<file path="src/design/upd_pkg.sv">
`timescale 1ns / 1ps
// ----------------------------------------------------------------------------
// upd_pkg - shared definitions for the URL percent decoder
// Character codes, queue sizing and the result bundle passed front to back.
// ----------------------------------------------------------------------------
package upd_pkg;

  localparam int unsigned MaxResults = 6;
  localparam int unsigned RawDepth   = 5;
  localparam int unsigned QueueDepth = 4;

  localparam logic [7:0] CharPct  = 8'h25;  // '%'
  localparam logic [7:0] CharU    = 8'h75;  // 'u'
  localparam logic [7:0] CharNul  = 8'h00;
  localparam logic [7:0] Lead3    = 8'hE0;
  localparam logic [7:0] ContLead = 8'h80;

  // All results caused by one input item, in emission order from index 0.
  typedef struct packed {
    logic [MaxResults-1:0][7:0] bytes;
    logic [2:0]                 count;    // 1..MaxResults
    logic                       msg_end;  // last byte closes the message
  } bundle_t;

endpackage

</file>
<file path="src/design/upd_front.sv">
`timescale 1ns / 1ps
// ----------------------------------------------------------------------------
// upd_front - escape parser
// Accepts one encoded byte per cycle while the bundle queue has room, tracks the
// open escape and builds the bundle of decoded bytes that the byte completes.
// ----------------------------------------------------------------------------
module upd_front (
  input  logic            clk_i,
  input  logic            rst_ni,
  input  logic            in_valid_i,
  input  logic [7:0]      in_char_i,
  input  logic            in_final_i,
  output logic            in_ready_o,
  input  logic            q_full_i,
  output logic            push_o,
  output upd_pkg::bundle_t bundle_o
);

  typedef enum logic [2:0] {
    PhPlain, PhPct, PhOneHex, PhU0, PhU1, PhU2, PhU3
  } phase_e;

  function automatic logic [4:0] hex_decode(logic [7:0] c);
    logic [4:0] r;
    r = 5'b0;
    if (c >= 8'h30 && c <= 8'h39) begin
      r = {1'b1, c[3:0]};
    end else if ((c >= 8'h41 && c <= 8'h46) || (c >= 8'h61 && c <= 8'h66)) begin
      r = {1'b1, c[3:0] + 4'd9};
    end
    return r;
  endfunction

  phase_e      phase_q, phase_d;
  logic [2:0]  cnt_q, cnt_d;
  logic [11:0] acc_q, acc_d;
  logic        disc_q, disc_d;
  logic [7:0]  raw_q [upd_pkg::RawDepth];
  logic [7:0]  raw_d [upd_pkg::RawDepth];

  logic        accept;
  logic [2:0]  n;
  logic [upd_pkg::MaxResults-1:0][7:0] seq;
  logic        ended;

  assign in_ready_o = !q_full_i;
  assign accept     = in_valid_i && !q_full_i;

  always_comb begin
    logic [4:0]  hx;
    logic        flush;
    logic        take;
    logic [7:0]  tb;
    logic [15:0] u;
    logic [2:0]  idx;
    phase_d = phase_q;
    cnt_d   = cnt_q;
    acc_d   = acc_q;
    disc_d  = disc_q;
    raw_d   = raw_q;
    n       = 3'd0;
    seq     = '0;
    ended   = 1'b0;
    flush   = 1'b0;
    take    = 1'b0;
    tb      = in_char_i;
    hx      = hex_decode(in_char_i);
    u       = {acc_q, hx[3:0]};
    idx     = 3'd0;

    if (disc_q) begin
      // drop everything up to and including the final byte
      if (in_final_i) begin
        disc_d  = 1'b0;
        phase_d = PhPlain;
        cnt_d   = 3'd0;
        acc_d   = 12'd0;
      end
    end else begin
      unique case (phase_q)
        PhPct: begin
          if (hx[4]) begin
            acc_d = {8'd0, hx[3:0]};
            raw_d[cnt_q] = in_char_i;
            cnt_d   = cnt_q + 3'd1;
            phase_d = PhOneHex;
          end else if (in_char_i == upd_pkg::CharU) begin
            acc_d = 12'd0;
            raw_d[cnt_q] = in_char_i;
            cnt_d   = cnt_q + 3'd1;
            phase_d = PhU0;
          end else begin
            flush = 1'b1;
            take  = 1'b1;
          end
        end
        PhOneHex: begin
          take = 1'b1;
          if (hx[4]) begin
            tb = {acc_q[3:0], hx[3:0]};
          end else begin
            flush = 1'b1;
          end
        end
        PhU0, PhU1, PhU2, PhU3: begin
          if (!hx[4]) begin
            flush = 1'b1;
            take  = 1'b1;
          end else if (phase_q == PhU3) begin
            seq[0]  = upd_pkg::Lead3 | {4'h0, u[15:12]};
            seq[1]  = upd_pkg::ContLead | {2'b0, u[11:6]};
            seq[2]  = upd_pkg::ContLead | {2'b0, u[5:0]};
            n       = 3'd3;
            cnt_d   = 3'd0;
            phase_d = PhPlain;
            acc_d   = 12'd0;
          end else begin
            acc_d = u[11:0];
            raw_d[cnt_q] = in_char_i;
            cnt_d = cnt_q + 3'd1;
            unique case (phase_q)
              PhU0:    phase_d = PhU1;
              PhU1:    phase_d = PhU2;
              default: phase_d = PhU3;
            endcase
          end
        end
        default: take = 1'b1;
      endcase

      // emit the malformed escape raw before the current byte
      if (flush) begin
        for (int i = 0; i < upd_pkg::RawDepth; i++) begin
          if (3'(i) < cnt_q) begin
            seq[i] = raw_q[i];
          end
        end
        n = cnt_q;
      end

      if (take) begin
        cnt_d   = 3'd0;
        phase_d = PhPlain;
        acc_d   = 12'd0;
        if (tb == upd_pkg::CharNul) begin
          seq[n] = upd_pkg::CharNul;
          n      = n + 3'd1;
          ended  = 1'b1;
        end else if (tb == upd_pkg::CharPct) begin
          raw_d[0] = upd_pkg::CharPct;
          cnt_d    = 3'd1;
          phase_d  = PhPct;
        end else begin
          seq[n] = tb;
          n      = n + 3'd1;
        end
      end

      if (ended) begin
        disc_d = !in_final_i;
      end else if (in_final_i) begin
        // close an escape left open at the end of the message
        for (int i = 0; i < upd_pkg::RawDepth; i++) begin
          if (3'(i) < cnt_d) begin
            idx      = n + 3'(i);
            seq[idx] = raw_d[i];
          end
        end
        n       = n + cnt_d;
        cnt_d   = 3'd0;
        phase_d = PhPlain;
        acc_d   = 12'd0;
      end
    end
  end

  assign push_o           = accept && (n != 3'd0);
  assign bundle_o.bytes   = seq;
  assign bundle_o.count   = n;
  assign bundle_o.msg_end = ended || in_final_i;

  always_ff @(posedge clk_i or negedge rst_ni) begin
    if (!rst_ni) begin
      phase_q <= PhPlain;
      cnt_q   <= 3'd0;
      acc_q   <= 12'd0;
      disc_q  <= 1'b0;
    end else if (accept) begin
      phase_q <= phase_d;
      cnt_q   <= cnt_d;
      acc_q   <= acc_d;
      disc_q  <= disc_d;
    end
  end

  always_ff @(posedge clk_i) begin
    if (accept) begin
      raw_q <= raw_d;
    end
  end

endmodule

</file>
<file path="src/design/upd_fifo.sv">
`timescale 1ns / 1ps
// ----------------------------------------------------------------------------
// upd_fifo - result bundle queue
// Small register queue that decouples the parser from the byte serializer.
// ----------------------------------------------------------------------------
module upd_fifo #(
  parameter int unsigned Depth = upd_pkg::QueueDepth
) (
  input  logic             clk_i,
  input  logic             rst_ni,
  input  logic             push_i,
  input  upd_pkg::bundle_t data_i,
  output logic             full_o,
  input  logic             pop_i,
  output upd_pkg::bundle_t data_o,
  output logic             empty_o
);

  localparam int unsigned AddrW = (Depth > 1) ? $clog2(Depth) : 1;
  localparam int unsigned CntW  = $clog2(Depth + 1);

  upd_pkg::bundle_t mem_q [Depth];
  logic [AddrW-1:0] wr_q, wr_d, rd_q, rd_d;
  logic [CntW-1:0]  cnt_q, cnt_d;
  logic             do_push, do_pop;

  assign full_o  = (cnt_q == CntW'(Depth));
  assign empty_o = (cnt_q == '0);
  assign data_o  = mem_q[rd_q];
  assign do_push = push_i && !full_o;
  assign do_pop  = pop_i && !empty_o;

  always_comb begin
    wr_d  = wr_q;
    rd_d  = rd_q;
    cnt_d = cnt_q;
    if (do_push) begin
      wr_d = (wr_q == AddrW'(Depth - 1)) ? '0 : wr_q + AddrW'(1);
    end
    if (do_pop) begin
      rd_d = (rd_q == AddrW'(Depth - 1)) ? '0 : rd_q + AddrW'(1);
    end
    if (do_push && !do_pop) begin
      cnt_d = cnt_q + CntW'(1);
    end else if (do_pop && !do_push) begin
      cnt_d = cnt_q - CntW'(1);
    end
  end

  always_ff @(posedge clk_i or negedge rst_ni) begin
    if (!rst_ni) begin
      wr_q  <= '0;
      rd_q  <= '0;
      cnt_q <= '0;
    end else begin
      wr_q  <= wr_d;
      rd_q  <= rd_d;
      cnt_q <= cnt_d;
    end
  end

  always_ff @(posedge clk_i) begin
    if (do_push) begin
      mem_q[wr_q] <= data_i;
    end
  end

endmodule

</file>
<file path="src/design/upd_back.sv">
`timescale 1ns / 1ps
// ----------------------------------------------------------------------------
// upd_back - byte serializer
// Walks the head bundle one byte per cycle into the output register while the receiver is ready.
// ----------------------------------------------------------------------------
module upd_back (
  input  logic             clk_i,
  input  logic             rst_ni,
  input  upd_pkg::bundle_t head_i,
  input  logic             empty_i,
  output logic             pop_o,
  output logic             out_valid_o,
  input  logic             out_ready_i,
  output logic [7:0]       out_char_o,
  output logic             run_end_o,
  output logic             message_end_o
);

  logic [2:0] idx_q, idx_d;
  logic       valid_q, valid_d;
  logic [7:0] char_q;
  logic       run_q, msg_q;
  logic       load, last;

  assign load  = !empty_i && (!valid_q || out_ready_i);
  assign last  = (idx_q == head_i.count - 3'd1);
  assign pop_o = load && last;

  always_comb begin
    idx_d   = idx_q;
    valid_d = valid_q;
    if (load) begin
      idx_d   = last ? 3'd0 : idx_q + 3'd1;
      valid_d = 1'b1;
    end else if (out_ready_i) begin
      valid_d = 1'b0;
    end
  end

  always_ff @(posedge clk_i or negedge rst_ni) begin
    if (!rst_ni) begin
      idx_q   <= 3'd0;
      valid_q <= 1'b0;
    end else begin
      idx_q   <= idx_d;
      valid_q <= valid_d;
    end
  end

  always_ff @(posedge clk_i) begin
    if (load) begin
      char_q <= head_i.bytes[idx_q];
      run_q  <= last;
      msg_q  <= last && head_i.msg_end;
    end
  end

  assign out_valid_o   = valid_q;
  assign out_char_o    = char_q;
  assign run_end_o     = run_q;
  assign message_end_o = msg_q;

endmodule

</file>
<file path="src/design/url_percent_decoder_core.sv">
`timescale 1ns / 1ps
// ----------------------------------------------------------------------------
// url_percent_decoder_core - URL percent decoder with %uXXXX escapes
// A decoded byte passes the bundle queue, then the output register.
// Throughput: one input byte per cycle while the queue has room; output moves
// one byte per cycle while the receiver is ready, so an input with k results
// holds the serializer k bytes; the queue (QueueDepth entries) takes bursts.
// Reset: asynchronous, active low; parser returns to plain text, queue empty.
// ----------------------------------------------------------------------------
module url_percent_decoder_core #(
  parameter int unsigned QueueDepth = upd_pkg::QueueDepth
) (
  input  logic       clk_i,
  input  logic       rst_ni,
  input  logic       s_axis_tvalid,
  output logic       s_axis_tready,
  input  logic [7:0] s_axis_tdata,   // [7:0] in_char
  input  logic       s_axis_tlast,   // in_final
  output logic       m_axis_tvalid,
  input  logic       m_axis_tready,
  output logic [7:0] m_axis_tdata,   // [7:0] out_char
  output logic       m_axis_tlast,   // message_end
  output logic       m_axis_tuser    // [0] run_end
);

  upd_pkg::bundle_t push_data, head;
  logic             push, pop, full, empty;

  upd_front u_front (
    .clk_i      (clk_i),
    .rst_ni     (rst_ni),
    .in_valid_i (s_axis_tvalid),
    .in_char_i  (s_axis_tdata),
    .in_final_i (s_axis_tlast),
    .in_ready_o (s_axis_tready),
    .q_full_i   (full),
    .push_o     (push),
    .bundle_o   (push_data)
  );

  upd_fifo #(
    .Depth (QueueDepth)
  ) u_fifo (
    .clk_i   (clk_i),
    .rst_ni  (rst_ni),
    .push_i  (push),
    .data_i  (push_data),
    .full_o  (full),
    .pop_i   (pop),
    .data_o  (head),
    .empty_o (empty)
  );

  upd_back u_back (
    .clk_i         (clk_i),
    .rst_ni        (rst_ni),
    .head_i        (head),
    .empty_i       (empty),
    .pop_o         (pop),
    .out_valid_o   (m_axis_tvalid),
    .out_ready_i   (m_axis_tready),
    .out_char_o    (m_axis_tdata),
    .run_end_o     (m_axis_tuser),
    .message_end_o (m_axis_tlast)
  );

endmodule

</file>
<file path="config.mk">
export PLATFORM = sky130hd
export DESIGN_NAME = url_percent_decoder_core
export DESIGN_NICKNAME = d
export VERILOG_FILES = /design/src/design/upd_pkg.sv /design/src/design/upd_front.sv /design/src/design/upd_fifo.sv /design/src/design/upd_back.sv /design/src/design/url_percent_decoder_core.sv
export SDC_FILE = /design/constraint.sdc
export NUM_CORES = 1
export LEC_CHECK = 0
export BUFFER_PORTS_ARGS = -buffer_cell sky130_fd_sc_hd__buf_2
export CAP_MARGIN = 20
export CELL_PAD_IN_SITES_DETAIL_PLACEMENT = 2
export CELL_PAD_IN_SITES_GLOBAL_PLACEMENT = 2
export CORE_AREA = 2 2 174 176
export CTS_CLUSTER_DIAMETER = 100
export DETAILED_ROUTE_END_ITERATION = 8
export DIE_AREA = 0 0 176 178
export PLACE_DENSITY = 0.84
export SYNTH_ARGS = -nofsm -noshare
export SYNTH_HDL_FRONTEND = slang
export SYNTH_SLANG_ARGS = --single-unit
</file>
<file path="constraint.sdc">
create_clock -name clk_i -period 14.6 [get_ports clk_i]
set_clock_uncertainty 0.2 [all_clocks]
set_input_delay 0.73 -clock clk_i [delete_from_list [all_inputs] [get_ports clk_i]]
set_output_delay 0.73 -clock clk_i [all_outputs]
set_load 0.1 [all_outputs]
</file>
; Word level (Yosys, flattened, before mapping)
; Memory sizes are Yosys's and may differ from the RTL's.
; Index checks and enable logic that the tools add are counted.
[totals]
regBits = 80
ramBits = 208
input_bits = 13
out_inout_bits = 12
elab_cells = 257
n_memories = 1
[classes]
n_addsub = 14
n_lt_le_gt_ge = 31
eq_ne = 13
mux = 140
bitwise = 4
reduce_logical = 37
[memory_table]
columns = memory, depth, width, read_ports, rd_ports_with_merged_regs, write_ports, line
row1 = u_fifo.mem_q, 4, 52, 1, 0, 1, upd_fifo.sv:22  ; upd_pkg::bundle_t mem_q [Depth];
[op_table]
columns = cell, count
row1 = 48-bit 2-to-1 mux, 24
row2 = 48-bit bitwise mux, 6
row3 = 40-bit 2-to-1 mux, 7
row4 = 8-bit demux with 3-bit select, 7
row5 = 8-bit 2-to-1 mux, 20
row6 = 12-bit 2-to-1 mux, 9
row7 = 3-bit 2-to-1 mux, 33
row8 = 40-bit case mux with 2 select lines, 1
row9 = 24-bit 2-to-1 mux, 3
row10 = 40-bit by 48-bit bitwise AND with 48-bit output, 1
row11 = 48-bit inverter, 1
row12 = 40-bit bitwise mux, 1
row13 = "3-bit by 4-bit less-than comparator with 1-bit output, second input constant", 7
row14 = 8-bit binary-select mux with 3-bit select, 1
row15 = 12-bit case mux with 2 select lines, 1
row16 = 1-bit logical AND, 19
row17 = "3-bit by 1-bit >= comparator with 1-bit output, second input constant", 6
row18 = 1-bit 2-to-1 mux, 17
row19 = "8-bit by 7-bit >= comparator with 1-bit output, second input constant", 2
row20 = "8-bit by 7-bit less-or-equal comparator with 1-bit output, second input constant", 2
row21 = "3-bit by 1-bit adder with 3-bit output, second input constant", 5
row22 = "3-bit equality test, second input constant", 4
row23 = "1-bit by 3-bit less-than comparator with 1-bit output, first input constant", 4
row24 = "2-bit by 3-bit less-than comparator with 1-bit output, first input constant", 4
row25 = other kinds (34), 54

; Depth between registers and ports, before layout
; Gate-level depths: netlist (run 1).
[logic_depth]
word_depth = 44
depth_mapped = 26
depth_no_buf = 24

; Cells and area by module
; From an unflattened synthesis (run 1), not the netlist that was laid out.
[hier_totals]
hier_cells = 1016
area_unflattened_um2 = 14337.5
[modules_own_cells]
columns = mod, instances, cells_per_inst, area_each_um2, seq_area_each_um2
row1 = upd_fifo, 1, 309, 8015.2, 6421.2
row2 = upd_front, 1, 633, 5310.1, 1676.6
row3 = upd_back, 1, 74, 1012.2, 400.4

; Least setup slack after synthesis (run 1)
; No wires, ideal clock.
[synth_path]
path_type = input -> register
from = input s_axis_tdata[1]
to = memory u_fifo.mem_q[0][0] (netlist name) (enable)
setup_ns = 0.415
arrival_time_ns = 5.566
required_ns = 13.985
path_slack_ns = 8.419
stages = 20
path_buffers = 2
path_cell_list = buf_2 > inv_1 > ha_1 > nor3b_1 > nor3_4 > a31oi_2 > o211ai_2 > or3_1 > buf_2 > nand3_1 > nand2_1 > inv_1 > ha_1 > inv_1 > fa_1 > nor3_1 > nor3b_2 > xnor2_2 > o2bb2ai_4 > and2_1
[synth_between]
elab_chain_len = 24
word_cells_on_any_way = 55
cone_classes = add/sub: 3 / order compare: 6 / eq/ne: 2 / mux: 36 / reduce/logical: 8
[synth_rtl]
columns = item, line
row1 = from (decl), url_percent_decoder_core.sv:17  ; input logic [7:0] s_axis_tdata,
row2 = 8-bit by 7-bit >= comparator with 1-bit output or 8-bit by 7-bit less-or-equal comparator with 1-bit output (tied branches), upd_front.sv:28  ; end else if ((c >= 8'h41 && c <= 8'h46) || (c >= 8'h61 && c <= 8'h66)) begin
row3 = 1-bit logical AND, upd_front.sv:28
row4 = 1-bit logical OR, upd_front.sv:28
row5 = 5-bit 2-to-1 mux, upd_front.sv:28
row6 = 5-bit 2-to-1 mux, upd_front.sv:26  ; if (c >= 8'h30 && c <= 8'h39) begin
row7 = 1-bit 2-to-1 mux (on tied branches), "upd_front.sv:99, upd_front.sv:106, upd_front.sv:82"
row8 = 1-bit case mux with 2 select lines, upd_front.sv:80  ; unique case (phase_q)
row9 = 1-bit 2-to-1 mux, upd_front.sv:71  ; if (disc_q) begin
row10 = [9 not listed], n/a
row11 = 3-bit 2-to-1 mux (*), upd_front.sv:159  ; if (ended) begin
row12 = 3-bit 2-to-1 mux (*), upd_front.sv:71
row13 = 3-bit nonzero test (*), upd_front.sv:177  ; assign push_o = accept && (n != 3'd0);
row14 = 1-bit logical AND (*), upd_front.sv:177
row15 = 1-bit logical AND (*), upd_fifo.sv:30  ; assign do_push = push_i && !full_o;
row16 = named net u_fifo.do_push, upd_fifo.sv:25  ; logic do_push, do_pop;
row17 = 1-bit 2-to-1 mux (*), upd_fifo.sv:63  ; if (do_push) begin
row18 = 1-bit 2-to-1 mux (implied by the code) (*), upd_fifo.sv:64  ; mem_q[wr_q] <= data_i;
row19 = to (decl), upd_fifo.sv:22
; Mark *: on every way through the listed nets, which the timed path passes. The rest lies on a longest branch. The select of a mux whose other input is x is not followed.

==> results of run 1 <==
area by class of cell:
class	instances	share of cell area, %
Sequential cell	288	53.4
Inverter	32	0.754
Clock buffer	32	4.89
Tap cell	390	3.06
Timing Repair Buffer	42	1.59
Multi-Input combinational cell	654	35.2
Clock inverter	25	1.11
flip-flops by register name, indices dropped and copies added (netlist names):
name and flops:
u_back.idx_q 3, u_back.message_end_o 1, u_back.out_char_o 8, u_back.out_valid_o 1, u_back.run_end_o 1, u_fifo.cnt_q 3, u_fifo.mem_q 208, u_fifo.rd_q 2
u_fifo.wr_q 2, u_front.acc_q 12, u_front.cnt_q 3, u_front.disc_q 1, u_front.phase_q 3, u_front.raw_q 40
kinds of logic after synthesis:
kind of cell	Yosys count
compound gates	263
xor+xnor	18
fa+ha+maj	19
buf+inv	89
flops	288
mux	112
simple gates	242
worst max-delay path by stage:
stage | start | cells past startpoint | end
2_1_floorplan | s_axis_tdata[1] | 20 | u_fifo.mem_q[0][0]$_DFFE_PP_
3_3_place_gp | s_axis_tdata[0] | 17 | u_fifo.mem_q[2][30]$_DFFE_PP_
3_5_place_dp | s_axis_tdata[0] | 17 | u_fifo.mem_q[1][19]$_DFFE_PP_
4_1_cts | s_axis_tdata[0] | 17 | u_fifo.mem_q[3][19]$_DFFE_PP_
5_1_grt | s_axis_tdata[0] | 17 | u_fifo.mem_q[0][17]$_DFFE_PP_
6_report | s_axis_tdata[0] | 17 | u_fifo.mem_q[0][17]$_DFFE_PP_
stage by stage:
step	worst slack [ns]	util (%)	area, µm²	std cells	hold slack, ns
after CTS	7.71	54.1	15900	1461	0.0976
after detailed placement	7.52	50.9	15000	1404	0.305
after floorplan	8.42	-	14500	1031	0.234
after global placement	8.06	50.9	15000	1403	0.281
after global routing	7.35	54.2	15900	1463	0.110
final	7.47	54.2	15900	1463	0.0841
layout by cell type (no fill, tap or decap), types with 10 or more instances in the layout:
| cell type | count |
|---|---|
| sky130_fd_sc_hd__dfrtp_1 | 28 |
| sky130_fd_sc_hd__edfxtp_1 | 258 |
| sky130_fd_sc_hd__nor2_1 | 46 |
| sky130_fd_sc_hd__a21oi_1 | 46 |
| sky130_fd_sc_hd__a31oi_1 | 11 |
| sky130_fd_sc_hd__nand2_1 | 83 |
| sky130_fd_sc_hd__nor3_1 | 22 |
| sky130_fd_sc_hd__clkbuf_16 | 31 |
| sky130_fd_sc_hd__a221oi_1 | 10 |
| sky130_fd_sc_hd__a32oi_1 | 12 |
| sky130_fd_sc_hd__nand3_1 | 25 |
| sky130_fd_sc_hd__xnor2_1 | 10 |
| sky130_fd_sc_hd__a22oi_1 | 15 |
| sky130_fd_sc_hd__buf_2 | 25 |
| sky130_fd_sc_hd__mux4_2 | 60 |
| sky130_fd_sc_hd__mux2i_1 | 20 |
| sky130_fd_sc_hd__buf_4 | 17 |
| sky130_fd_sc_hd__inv_1 | 28 |
| sky130_fd_sc_hd__a22o_1 | 11 |
| sky130_fd_sc_hd__clkinv_1 | 13 |
| sky130_fd_sc_hd__o22ai_1 | 13 |
| sky130_fd_sc_hd__a222oi_1 | 10 |
| sky130_fd_sc_hd__ha_1 | 17 |
| sky130_fd_sc_hd__o21ai_0 | 56 |
| sky130_fd_sc_hd__mux2_2 | 30 |
| sky130_fd_sc_hd__clkinv_2 | 11 |
per-layer routing:
layer | part of all wire, % | vias to the layer above | global-route usage (%)
met3 | 10 | 268 | 8.91
met5 | 0.057 | - | 0
met1 | 36 | 5678 | 49.3
met2 | 47 | 902 | 63.7
met4 | 6.1 | 6 | 17.6
li1 | - | 4172 | -
power groups by stage:
| stage | Clock (mW) | Sequential (mW) | Combinational [mW] |
|---|---|---|---|
| final | 0.781 | 1.20 | 0.875 |
| after global routing | 0.805 | 1.21 | 0.908 |
| after CTS | 0.781 | 1.20 | 0.873 |
| after detailed placement | 0 | 1.20 | 0.840 |
| after global placement | 0 | 1.17 | 0.789 |
| after floorplan | 0 | 1.25 | 0.495 |
==> impl_results.rst, run 1 <==
.. list-table::
   :header-rows: 1

   * - Metric
     - Value
   * - Status
     - finished clean
   * - Max Cap Viol
     - 0
   * - Commonest cells in the synthesized netlist
     - sky130_fd_sc_hd__edfxtp_1, sky130_fd_sc_hd__nand2_1, sky130_fd_sc_hd__mux4_2
   * - Basic-gate share of the synthesized area counting and, or, nand and nor cells
     - 8.80%
   * - Count of mapped cells out of synthesis
     - 1031
   * - Total area of multi-input combinational cells
     - 5610 µm²
   * - Number of warnings reported in the yosys synthesis log
     - 0
   * - Global-route wire length before repair
     - roughly 86000 µm
   * - Hold-fix buffer count after cts
     - 0
   * - Final global-route overflow total
     - 0
   * - Biggest area consumer among synthesized cells
     - sky130_fd_sc_hd__edfxtp_1
   * - FMAX
     - 0.140 GHz
   * - Floorplan core area
     - 29400 µm²
   * - Worst-skew pair later-pin latency
     - 0.61 ns
   * - Residual DRC count
     - 0
   * - Power after layout
     - 2.86 mW
   * - Most common cell type on the critical path
     - sky130_fd_sc_hd__ha_1
   * - Count of boundary I/O pins
     - 25
   * - Routed wire length
     - between 50000 and 60000 µm
   * - Clock tree root driver cell
     - sky130_fd_sc_hd__clkbuf_16
   * - Post-synthesis net count
     - between 1k and 1.5k
   * - Largest net degree at the start of global routing
     - between 50 and 60
   * - Multiplexer fraction of the synthesized cell area
     - about an eighth
   * - Setup repair after global routing missed its margin
     - false
   * - Combinational share of power
     - 30.6%
   * - Wire length per cell after detailed routing
     - 40.9 µm
   * - Power per cell area
     - 179 nW/µm²
   * - Post-synth EDFFs
     - 258
   * - Req. time, crit path
     - 14.67 ns
   * - Setup TNS
     - 0 ns
   * - Number of setup buffers added after CTS
     - 0
   * - Final setup viols
     - 0
   * - Horizontal die dimension
     - 176 µm
   * - Compound-Gate Fraction of Synth Area
     - 13.4%
   * - Number of antenna violations at the first check in global routing
     - 3
   * - Period Utilization, post-route
     - 48.8%
   * - Final hold viol count
     - 0
   * - Diode count
     - 0
   * - Initial Util
     - 49.3%
   * - Maximum level of the CTS H-tree
     - 1
   * - Largest driver fanout on the critical path
     - 17
   * - Avg Synthesized Cell Area
     - 14.1 µm²
   * - Worst setup SP type
     - input pin
   * - Asr flop ratio synth
     - 10.4%
   * - Switching part of the total power
     - roughly 37%
   * - Register cell area after layout
     - 8500 µm²
   * - Antenna viol nets, final
     - 0
   * - Share of Yosys cell area claimed by the top area cell type
     - 53.4%
   * - XOR/XNOR Fraction of Synth Area
     - 1.45%
   * - Part of the power in registers
     - 42.0%
   * - Area of the die
     - roughly 31000 µm²
   * - Aggregate global-route resource usage
     - approximately two fifths
   * - Net count, final
     - 1081
   * - Layout fillers
     - ~2.6k
   * - TritonCTS buffer count
     - 31
   * - Type of the most critical hold path
     - input pin to async pin
   * - TritonRoute pass-1 iters
     - 6
   * - Worst reg2reg startpoint
     - u_front.phase_q[1]$_DFFE_PN0P_
   * - Leak Pwr
     - 5.31 nW
   * - Cells traversed along the worst timing path
     - buf_2 > inv_1 > ha_1 > nor3b_1 > nor2_1 > a21oi_4 > nand2_1 > o21ai_1 > ha_1 > mux2i_1 > inv_1 > ha_1 > nor3_4 > nand2_1 > o21ai_0 > o21ai_0 > a211oi_1
   * - Top-count cell post-synth
     - sky130_fd_sc_hd__edfxtp_1
   * - Leading post-synthesis cells by cell area
     - sky130_fd_sc_hd__edfxtp_1, sky130_fd_sc_hd__mux4_2, sky130_fd_sc_hd__dfrtp_1, sky130_fd_sc_hd__mux2_2, sky130_fd_sc_hd__nand2_1
   * - Netlist area before placement
     - 14500 µm²
   * - CTS max path bufs
     - 3
   * - Delay of the slowest cell on the worst path
     - approximately 0.90 ns
   * - Via count of the first global-routing pass
     - 11.6k
   * - Cell class contributing the biggest share of worst-path delay
     - compound AO/OA/AOI/OAI gates
   * - First DRT Iteration DRCs
     - 1780
   * - Worst Path Class, Setup
     - input pin to register
   * - R2R Setup Slk
     - 7.53 ns
   * - DPL Wire Length
     - 37700 µm
   * - R2R cell count
     - 14
   * - Clock share of power
     - 27.4%
   * - Count of distinct cell types in the synthesized netlist
     - around 100
   * - Die span in y
     - 178 µm
   * - Fraction of final layout cells with drive strength greater than 1
     - roughly 22%
   * - Sink count of the clock tree
     - about 290
   * - Dominant combinational cell family by area after synthesis
     - compound AO/OA/AOI/OAI gates
   * - Post-layout min period
     - 7.13 ns
   * - Reg2Reg Capture Point
     - u_fifo.mem_q[0][17]$_DFFE_PP_
   * - Clock tree from TritonCTS
     - done
   * - Average via count per standard cell
     - 7.54
   * - Clock slew seen by the registers of the worst setup and hold paths
     - 0.07 ns
   * - Worst path arrival time
     - between 7 and 8 ns
   * - Crit path capture type
     - register
   * - Pin slew with the least headroom to its limit
     - about 1.2 ns
   * - Share of the yosys chip area belonging to registers
     - 58.6%
   * - Layout Area Growth over Synthesis
     - 9.90%
   * - Count of input and output buffers
     - 24
   * - Routability Congestion
     - slightly above 0.9
   * - Buffers & Inverters on Critical Path
     - 3
   * - Top flip-flop cell by instance count after synthesis
     - sky130_fd_sc_hd__edfxtp_1
   * - Resize count post-CTS
     - 0
   * - Vias post-DR
     - 11.0k
   * - Slowest cell on the critical path
     - sky130_fd_sc_hd__a211oi_1
   * - Power dissipated by switching net loads
     - 1.04 mW
   * - Post-synthesis sequential element count
     - 288
   * - Maximum ir drop on the vdd rail
     - 0.0965 mV
   * - Post-Synth Adder-Cell Area
     - 1.74%
   * - Internal power
     - 1.81 mW
   * - Number of max-slew violations in the final report
     - 0
   * - Worst slew margin relative to its limit
     - a little under a quarter
   * - Cell row count
     - 63
(Power assumes the default switching activity.)
==> run 2, diff against run 1 <==
Settings changed: ABC_AREA set to 1, CORE_AREA 2 2 174 176 to 2 2 205 207, DIE_AREA 0 0 176 178 to 0 0 207 209, PLACE_DENSITY 0.84 to 0.75.
Clock period 14.6 ns to 6.2 ns, I/O delays scaled along.
==> run 2 against run 1 <==
  * Clock power increased by 140%
  * Power increased by 140%
  * Critical path depth increased by 18
  * Non-clock buffer count increased by 12
  * Register-to-register slack got worse by 6.6 ns
  * Clock-buffer cell count increased by 19
  * Worst setup slack got worse by 7.0 ns
  * Worst hold slack improved by 0.024 ns
  * Via count increased by 13%
  * Synthesized cell count increased by 53%
  * First-iteration DRC count decreased by 53%
  * Critical path type unchanged
  * Critical endpoint is now u_fifo.cnt_q[2]$_DFFE_PN0P_
==> impl_results.rst, run 2 <==
.. list-table::
   :header-rows: 1

   * - Metric
     - Value
   * - Count of distinct cell types in the synthesized netlist
     - 55
   * - Via count of the first global-routing pass
     - 13.5k
   * - Number of warnings reported in the yosys synthesis log
     - 0
   * - Initial Util
     - ~37%
   * - Net count, final
     - 1625
   * - Diode count
     - 0
   * - Worst setup SP type
     - input pin
   * - Fraction of final layout cells with drive strength greater than 1
     - around 11%
   * - Worst slew margin relative to its limit
     - 32.2%
   * - Status
     - finished clean
   * - Count of boundary I/O pins
     - 25
   * - Setup TNS
     - 0 ns
   * - Crit path capture type
     - register
   * - Hold Path Origin
     - s_axis_tlast
   * - Leading post-synthesis cells by cell area
     - sky130_fd_sc_hd__edfxtp_1, sky130_fd_sc_hd__nand2_1, sky130_fd_sc_hd__o21ai_0, sky130_fd_sc_hd__dfrtp_1, sky130_fd_sc_hd__nor2_1
   * - Period Utilization, post-route
     - between 90% and 100%
   * - Max Cap Viol
     - 0
   * - Slowest cell on the critical path
     - sky130_fd_sc_hd__dlygate4sd3_1
   * - Clock tree root driver cell
     - sky130_fd_sc_hd__clkbuf_16
   * - Netlist area before placement
     - 15100 µm²
   * - Floorplan core area
     - 41300 µm²
   * - Req. time, crit path
     - about 6.4 ns
   * - Number of antenna violations at the first check in global routing
     - 3
   * - Cell row count
     - 75
   * - Registers with the most flip-flops
     - u_fifo.mem_q (208), u_front.raw_q (40), u_front.acc_q (12)
   * - DPL Wire Length
     - 40300 µm
   * - Sink count of the clock tree
     - 288
   * - Setup repair after global routing missed its margin
     - false
   * - TritonRoute pass-1 iters
     - 5
   * - First DRT Iteration DRCs
     - 845
   * - Layout Area Growth over Synthesis
     - 11.9%
   * - Wire length per cell after detailed routing
     - 26.5 µm
   * - Delay of the slowest cell on the worst path
     - 0.53 ns
   * - Antenna viol nets, final
     - 0
   * - Routed wire length
     - 57100 µm
   * - Power per cell area
     - a little over 400 nW/µm²
   * - Reg2Reg Capture Point
     - u_fifo.cnt_q[2]$_DFFE_PN0P_
   * - R2R cell count
     - 27
   * - Post-layout min period
     - 5.71 ns
   * - Hold Path End
     - u_front.cnt_q[1]$_DFFE_PN0P_
   * - Largest driver fanout on the critical path
     - 21
   * - Post-DP Area
     - 15800 µm²
   * - Final hold viol count
     - 0
   * - Worst reg2reg startpoint
     - u_front.phase_q[2]$_DFFE_PN0P_
   * - Horizontal die dimension
     - 207 µm
   * - Top reg by flops
     - u_fifo.mem_q
   * - Worst-skew pair later-pin latency
     - 0.55 ns
   * - Asr flop ratio synth
     - about a tenth
   * - Final global-route overflow total
     - 0
   * - Worst Path Class, Setup
     - input pin to register
   * - Number of setup buffers added after CTS
     - 0
   * - Number of non-filler instances in the completed layout
     - 2154
   * - Number of flip-flops under the largest register name
     - roughly 210
   * - Routability Congestion
     - 0.913
   * - Count of input and output buffers
     - 24
   * - Layout fillers
     - 4470
   * - Final setup viols
     - 0
   * - Post-synthesis net count
     - roughly 1.6k
   * - Largest net degree at the start of global routing
     - 59
   * - Commonest cells in the synthesized netlist
     - sky130_fd_sc_hd__nand2_1, sky130_fd_sc_hd__edfxtp_1, sky130_fd_sc_hd__o21ai_0
   * - Clock tree from TritonCTS
     - done
   * - Worst path arrival time
     - slightly below 6 ns
   * - Global-route wire length before repair
     - 86300 µm
   * - Most common cell after layout, fill and taps aside
     - sky130_fd_sc_hd__nand2_1
   * - WHS Path Cells
     - 2
   * - Die span in y
     - 209 µm
   * - Total placed cells including tap cells
     - around 2.1k
   * - Type of the most critical hold path
     - input pin to register
   * - TritonCTS buffer count
     - 35
   * - Avg Synthesized Cell Area
     - 9.58 µm²
   * - Maximum level of the CTS H-tree
     - 2
   * - Clock slew seen by the registers of the worst setup and hold paths
     - 0.06 ns
   * - Biggest area consumer among synthesized cells
     - sky130_fd_sc_hd__edfxtp_1
   * - Post-synth EDFFs
     - 258
   * - Maximum ir drop on the vdd rail
     - between 0.2 and 0.25 mV
   * - Top-count cell post-synth
     - sky130_fd_sc_hd__nand2_1
   * - Top flip-flop cell by instance count after synthesis
     - sky130_fd_sc_hd__edfxtp_1
   * - Pin slew with the least headroom to its limit
     - 1.02 ns
   * - Area of the die
     - 43300 µm²
   * - Top library cells by usage in the layout, fill and taps aside
     - sky130_fd_sc_hd__nand2_1, sky130_fd_sc_hd__edfxtp_1, sky130_fd_sc_hd__o21ai_0
   * - Leak Pwr
     - 6.43 nW
   * - Vias post-DR
     - 12.5k
   * - Post-route core utilization
     - roughly 40%
   * - Residual DRC count
     - 0
   * - Share of the yosys chip area belonging to registers
     - 56.4%
   * - Post-synthesis sequential element count
     - 288
   * - Finished layout cell area
     - 16900 µm²
   * - Number of max-slew violations in the final report
     - 0
   * - R2R Setup Slk
     - 0.98 ns
   * - Most common cell type on the critical path
     - sky130_fd_sc_hd__nand2_1
   * - FMAX
     - 0.175 GHz
   * - CTS max path bufs
     - 3
   * - Count of mapped cells out of synthesis
     - 1574
   * - Aggregate global-route resource usage
     - between 20% and 30%
   * - Average via count per standard cell
     - roughly 5.8
   * - Share of Yosys cell area claimed by the top area cell type
     - around 51%
-- run 2: changes by cell type after synthesis, sizes merged, moves of 20 or more --
cell and change:
nand2 +235, nor2 +124, o21ai +122, inv +109, nand3 +75, mux4 -60
o221ai +32, mux2 -31, o211ai +24, clkbuf +22, mux2i -20, o22ai +20
-- run 2: per-stage QoR --
step | setup slack [ns] | hold WS [ns] | power, mW
2_1_floorplan | 0.00182 | -0.186 | 4.25
3_3_place_gp | 0.581 | 0.283 | 4.91
3_5_place_dp | 0.385 | 0.308 | 5.07
4_1_cts | 0.488 | 0.0858 | 6.99
5_1_grt | 0.0106 | 0.131 | 7.27
6_report | 0.485 | 0.108 | 6.92
-- run 2: worst max path at each step --
| stage | start | to | slack (ns) |
|---|---|---|---|
| floorplan | s_axis_tdata[1] | u_fifo.mem_q[0][0]$_DFFE_PP_ | 0.002 |
| global placement | s_axis_tdata[1] | u_fifo.cnt_q[2]$_DFFE_PN0P_ | 0.58 |
| detailed placement | s_axis_tdata[1] | u_fifo.cnt_q[2]$_DFFE_PN0P_ | 0.39 |
| CTS | s_axis_tdata[0] | u_fifo.cnt_q[2]$_DFFE_PN0P_ | 0.49 |
| global route | s_axis_tdata[0] | u_fifo.cnt_q[2]$_DFFE_PN0P_ | 0.01 |
| finish | s_axis_tdata[0] | u_fifo.cnt_q[2]$_DFFE_PN0P_ | 0.49 |
-- run 2: cells by family (layout without fill, tap and decap cells) --
group	after synthesis	after routing	synth area share (%)
AOI/OAI and AO/OA	407	407	16.5
xor gates and xnor gates	6	6	0.349
adders and majority gates	19	19	1.68
buffers and inverters	217	258	5.71
DFF	288	288	56.4
muxes	1	1	0.0747
and+or+nand+nor	636	636	19.3
-- run 2: per-layer routing --
metal	part of all wire (%)	track usage, %	routed length (µm)	up-vias
li1	-	-	-	5650
met1	43	34.1	24700	6433
met2	49	45.4	28000	278
met3	4.3	3.89	2470	103
met4	3.5	9.31	1980	0
met5	0	0	0	-
-- run 2: where the power goes --
group          switching [mW]  internal, mW
registers               0.189          2.60
logic                    1.72         0.537
clock network           0.821          1.06
total                    2.73          4.19
-- run 2: timing repair --
| action | CTS | global route |
|---|---|---|
| gates resized for setup | 0 | 1 |
| endpoints found under the setup margin | 0 | 1 |
| hold buffers | 3 | 0 |
| hold endpoints to repair | 32 | 0 |
-- run 2: layout make-up --
type                    instances  area (µm²)  area share, %
repair buffers                 54         365           2.17
clock inverters                 8        75.1          0.445
clock buffers                  51         936           5.55
inverters                     145         547           3.24
multi-input cells            1069        5770           34.2
well taps                     539         674           4.00
flip-flops and latches        288        8500           50.4
-- run 2: worst max-delay path, delay by kind of cell --
kind	cells	cell delay [ns]
fa+ha+maj	5	1.49
simple gates	17	2.11
buf+inv	9	1.46
compound gates	3	0.39
xor+xnor	1	0.16
